==> src/rtl/bee_pkg.sv <==
// Shared constants, types and command/status structs for the byte entropy estimator.
package bee_pkg;

  localparam int NUM_SYMBOLS    = 256;
  localparam int SYM_BITS       = 8;
  localparam int COUNT_BITS     = 20;
  localparam int IDX_BITS       = $clog2(NUM_SYMBOLS);
  localparam int DIST_BITS      = $clog2(NUM_SYMBOLS + 1);
  localparam int FRAC_BITS      = 16;
  localparam int FRAC_IDX_BITS  = $clog2(FRAC_BITS);
  localparam int LOG_INT_BITS   = $clog2(COUNT_BITS);
  localparam int LOG_BITS       = LOG_INT_BITS + FRAC_BITS;
  localparam int PROD_BITS      = COUNT_BITS + LOG_BITS;
  localparam int MANT_BITS      = 32;
  localparam int ENT_BITS       = 20;
  localparam int OUT_COUNT_BITS = 20;
  localparam int ENTROPY_MAX    = 524288;
  localparam int DIV_CNT_BITS   = $clog2(PROD_BITS + 1);

  // input operation codes
  localparam logic OP_SAMPLE = 1'b0;
  localparam logic OP_FINISH = 1'b1;

  typedef enum logic [3:0] {
    ST_IDLE,
    ST_S_RD,
    ST_S_WR,
    ST_F_RD,
    ST_F_CHK,
    ST_F_LOG,
    ST_F_ACC,
    ST_F_NEXT,
    ST_N_CHK,
    ST_N_LOG,
    ST_N_DIV,
    ST_N_WAIT,
    ST_DONE
  } ctrl_state_t;

  typedef enum logic [1:0] {
    LG_IDLE,
    LG_NORM,
    LG_SQ,
    LG_UPD
  } log_phase_t;

  typedef struct packed {
    logic load_sym;
    logic set_drop;
    logic mem_rd;
    logic rd_bin;
    logic mem_wr;
    logic bin_clr;
    logic bin_inc;
    logic log_start;
    logic log_n;
    logic mul_load;
    logic acc;
    logic div_start;
    logic out_load;
  } dp_cmd_t;

  typedef struct packed {
    logic sym_ok;
    logic saturated;
    logic bin_nz;
    logic bin_last;
    logic log_done;
    logic div_done;
    logic n_zero;
    logic out_busy;
  } dp_status_t;

endpackage

==> src/rtl/bee_ctrl.sv <==
// Controller state machine sequencing sample updates and the finish walk.
module bee_ctrl import bee_pkg::*; (
  input  logic       clk,
  input  logic       rst,
  input  logic       in_valid,
  output logic       in_ready,
  input  logic       op,
  input  dp_status_t status,
  output dp_cmd_t    cmd
);

  ctrl_state_t state, state_next;
  logic        accept;

  assign accept = in_valid && in_ready;

  always_ff @(posedge clk) begin
    if (rst) state <= ST_IDLE;
    else     state <= state_next;
  end

  // next state
  always_comb begin
    state_next = state;
    case (state)
      ST_IDLE: begin
        if (accept) begin
          if (op == OP_FINISH) state_next = ST_F_RD;
          else if (status.sym_ok && !status.saturated) state_next = ST_S_RD;
        end
      end
      ST_S_RD:   state_next = ST_S_WR;
      ST_S_WR:   state_next = ST_IDLE;
      ST_F_RD:   state_next = ST_F_CHK;
      ST_F_CHK:  state_next = status.bin_nz ? ST_F_LOG : ST_F_NEXT;
      ST_F_LOG:  if (status.log_done) state_next = ST_F_ACC;
      ST_F_ACC:  state_next = ST_F_NEXT;
      ST_F_NEXT: state_next = status.bin_last ? ST_N_CHK : ST_F_RD;
      ST_N_CHK:  state_next = status.n_zero ? ST_DONE : ST_N_LOG;
      ST_N_LOG:  if (status.log_done) state_next = ST_N_DIV;
      ST_N_DIV:  state_next = ST_N_WAIT;
      ST_N_WAIT: if (status.div_done) state_next = ST_DONE;
      ST_DONE:   if (!status.out_busy) state_next = ST_IDLE;
      default:   state_next = ST_IDLE;
    endcase
  end

  // commands
  always_comb begin
    cmd      = '0;
    in_ready = 1'b0;
    case (state)
      ST_IDLE: begin
        in_ready = 1'b1;
        if (accept) begin
          if (op == OP_FINISH) begin
            cmd.bin_clr = 1'b1;
          end else if (status.sym_ok) begin
            if (status.saturated) cmd.set_drop = 1'b1;
            else                  cmd.load_sym = 1'b1;
          end
        end
      end
      ST_S_RD: cmd.mem_rd = 1'b1;
      ST_S_WR: cmd.mem_wr = 1'b1;
      ST_F_RD: begin
        cmd.mem_rd = 1'b1;
        cmd.rd_bin = 1'b1;
      end
      ST_F_CHK:  if (status.bin_nz) cmd.log_start = 1'b1;
      ST_F_LOG:  if (status.log_done) cmd.mul_load = 1'b1;
      ST_F_ACC:  cmd.acc = 1'b1;
      ST_F_NEXT: if (!status.bin_last) cmd.bin_inc = 1'b1;
      ST_N_CHK: begin
        if (!status.n_zero) begin
          cmd.log_start = 1'b1;
          cmd.log_n     = 1'b1;
        end
      end
      ST_N_LOG: begin
        if (status.log_done) begin
          cmd.mul_load = 1'b1;
          cmd.log_n    = 1'b1;
        end
      end
      ST_N_DIV: cmd.div_start = 1'b1;
      ST_N_WAIT: ;
      ST_DONE:  if (!status.out_busy) cmd.out_load = 1'b1;
      default: ;
    endcase
  end

endmodule

==> config.mk <==
export PLATFORM = sky130hd
export DESIGN_NAME = bee_ctrl
export DESIGN_NICKNAME = d
export VERILOG_FILES = /design/src/rtl/bee_pkg.sv /design/src/rtl/bee_ctrl.sv
export SDC_FILE = /design/constraint.sdc
export NUM_CORES = 1
export LEC_CHECK = 0
export ABC_AREA = 1
export BUFFER_PORTS_ARGS = -buffer_cell sky130_fd_sc_hd__buf_2
export CAP_MARGIN = 20
export CORE_AREA = 4 4 41 43
export DETAILED_ROUTE_END_ITERATION = 12
export DIE_AREA = 0 0 45 47
export PLACE_DENSITY_LB_ADDON = 0.15
export SLEW_MARGIN = 25
export SYNTH_ARGS = -nofsm -noshare
export SYNTH_HDL_FRONTEND = slang
export SYNTH_SLANG_ARGS = --single-unit
export TNS_END_PERCENT = 100
==> constraint.sdc <==
create_clock -name clk -period 1.5 [get_ports clk]
set_clock_uncertainty 0.05 [all_clocks]
set_input_delay 0.15 -clock clk [delete_from_list [all_inputs] [get_ports clk]]
set_output_delay 0.15 -clock clk [all_outputs]
set_load 0.02 [all_outputs]
==> metrics.md <==
| Metric | Value |
|---|---|
| CTS Buffer Depth | 2 |
| PortBufs | 25 |
| Core ar. | 1301 um^2 |
| Comb power frac | 0.656 |
| Sink of the worst hold path | state[2] |
| I/O Pins | 26 |
| Relative slew slack | 0.8422 |
| Yosys warning total | 0 |
| RSZ-0062 raised after global routing | yes |
| Worst R2R Start | state[2] |
| Via count | 692 |
| Max Fclk | 0.6778 GHz |
| Post-Synth Adder-Cell Area | 0 |
| First-pass GRT wire length | 2580 um |
| Starting Density | 0.3663 |
| Synthesized area | 476.7 um^2 |
| Sequential power share | 0.188 |
| Min Tclk post-route | 1.475 ns |
| Mux cell area share after synthesis | 0 |
| Iter 0 DRT Violations | 9 |
| Antenna cells | 0 |
| Crit path required time | 1.30 ns |
| Register area share after synthesis | 0.1680 |
| Row count | 13 |
| Switch Pwr | 0.3935 mW |
| Setup violators final | 0 |
| Total GRT Usage | 0.1665 |
| Chip Width | 45 um |
| WP data arrival | 1.28 ns |
| Syn-to-layout area delta | 59.58% |
| Clock Sink Count | 4 |
| Yosys reg bits | 4 |
| DRT Pass-1 Iters | 4 |
| CP max FO | 4 |
| Cell variety after synth | 15 |
| Worst-Margin Slew | 0.2357 ns |
| Initial antenna violation count | 0 |
| ANT nets after route | 0 |
| PwrDens | 1125 nW/um^2 |
| Fin crit share | 0.9836 |
| Die Ht | 47 um |
| Hold path startpoint | rst |
| Pin count of the biggest net entering global routing | 7 |
| Nets@finish | 141 |
| Most used cell, CP | nor2_4 |
| Final hold violations | 0 |
| Crit start category | flop |
| Cells after synthesis | 90 |
| Design Power | 0.8558 mW |
| Mean number of vias per cell | 4.873 |
| Crit-path slowest cell | dfxtp_2 |
| WHS Path Cells | 2 |
| Leading area contributor after synthesis | dfxtp_1 |
| Largest family of logic cells by synthesized area | simple AND/OR/NAND/NOR gates |
| Grt total ovfl | 0 |
| Clock power share | 0.155 |
| Die ar. | 2115 um^2 |
| Crit. End Element | output port |
| Worst Hold Class | in -> reg |
| DRC errors left | 0 |
| DPL Wire Length | 1149 um |
| Syn nets | 102 |
| Cell Int Power | 0.4623 mW |
| Root buf cell | clkbuf_4 |
| WL/cell | 10.79 um |
| VDD IR-drop max | 687.0 uV |
| Vias in the first global route | 622 |
| TritonCTS clock tree | done |
| Routed wire length | 1532 um |
| Placed cell count | 130 |
| Worst R2R Setup Slack | 0.14 ns |
| Worst path cell trace | nor2_4 > inv_2 > nor2_4 > nand2_2 > nor3_2 > buf_4 |
| Max-cap viol count | 0 |
| WS Path Type | reg -> out |
| End-of-flow core utilization | 0.5846 |
| Routability cong. | 0.8673 |
| Skew-Pair Late Insertion Delay | 0.23 ns |
| Post-Synth XOR/XNOR Area | 0 |
| FF-to-FF End | state[0] |
| Max reg flops | 4 |
| Post-CTS Hold Buffers | 0 |
| Synth Area in Simple Gates | 0.5354 |
| Leakage | 0.4457 nW |
| Outcome | finished, final reports clean |
| Most flops, register | state |
| Switch share | 0.4598 |
| Synth area leaders | dfxtp_1, nand2_1, inv_1, nor2_1, nand3_1 |
| Num CTS Buffers | 3 |
| Top flop regs | state (4) |
| Avg Inst Size Synth | 5.297 um^2 |
| H-tree depth | 1 |
| Reg2Reg Depth | 11 |
| Post-Layout Cell Count | 142 |
| Post-synth top area share | 0.1680 |
| Clk slew on worst S/H paths | 0.04 ns |
| Compound-cell area share of the yosys netlist | 0.1312 |
| Max-slew violations | 0 |
| Share of layout cells above drive strength 1 | 0.4961 |
| CP max stage delay | 0.33 ns |
[power groups by stage]
stage          clock (mW)  sequential, mW  combinational [mW]
2_1_floorplan           0           0.146               0.305
3_3_place_gp            0           0.151               0.419
3_5_place_dp            0           0.150               0.413
4_1_cts             0.137           0.160               0.482
5_1_grt             0.149           0.165               0.624
6_report            0.133           0.161               0.562
[critical path, delay by kind of cell, from the launching register on]
family / cells / cell delay, ns
AND/OR/NAND/NOR: 4 / 0.48
flip-flops: 1 / 0.33
buffers and inverters: 2 / 0.24
[what timing repair did]
| action | CTS | global route |
|---|---|---|
| resized for setup | 12 | 6 |
| pin swaps | 3 | 3 |
| setup endpoints to repair | 5 | 8 |
| setup buffers | 6 | 3 |
[cell usage after synthesis]
master,n
nand2_1,21
inv_1,16
nor2_1,14
nand3_1,7
inv_2,5
dfxtp_1,4
nand2_2,4
nor3_1,4
a21oi_1,3
o31ai_1,3
nand3_2,2
nor2_2,2
o211ai_1,2
o21ai_0,2
nor2_4,1
[cell usage in the layout (no fill, tap or decap)]
cell      netlist  routed
buf_4           0      13
nor3_2          0       2
inv_1          16      15
nor3_1          4       2
nor2_1         14      10
nor2_4          1       3
a21oi_1         3       3
nand3_1         7       7
dfxtp_4         0       1
o211ai_1        2       2
nand2_1        21      20
nand3_2         2       2
clkbuf_4        0       3
o21ai_0         2       2
o31ai_1         3       3
nand2_2         4       5
dfxtp_2         0       3
buf_2           0      21
nor2_2          2       4
inv_2           5       6
[per-layer routing]
layer  GRT usage  share of wire
met1      0.1950           0.42
met2      0.3023           0.52
met3     0.04598          0.054
met4     0.03509              0
met5           0              0
[stage by stage]
stage	setup WS, ns	TNS [ns]	cell area, um^2	hold WS [ns]
after floorplan	0.07557	0	481.7	0.1691
after global placement	0.09778	0	625.6	0.3141
after detailed placement	0.09868	0	625.6	0.3179
after CTS	0.006686	0	720.7	0.06572
after global routing	-0.08939	-0.3638	760.7	0.06667
final	0.02457	0	760.7	0.06795
[area by class of cell]
| type | instances | area (um^2) |
|---|---|---|
| multi-input cells | 65 | 350.3 |
| repair buffers | 34 | 202.7 |
| inverters | 21 | 78.83 |
| well taps | 15 | 18.77 |
| clock buffers | 3 | 22.52 |
| fillers | 140 | 540.5 |
| flip-flops and latches | 4 | 87.58 |
[worst max path at each step]
stage | startpoint | to | slack, ns | cells after the start
finish | state[0] | cmd[12] | 0.02 | 6
global route | state[0] | cmd[12] | -0.09 | 6
CTS | state[2] | cmd[4] | 0.007 | 8
detailed placement | state[0] | cmd[12] | 0.1 | 6
global placement | state[0] | cmd[12] | 0.1 | 6
floorplan | state[0] | cmd[4] | 0.08 | 4
[kinds of logic (layout without fill, tap and decap cells)]
kind of cell / Yosys count / after routing
AOI/OAI and AO/OA: 10 / 10
buffers and inverters: 21 / 58
and+or+nand+nor: 55 / 55
DFF: 4 / 4
Note: power is estimated with default switching activity, not from simulation.
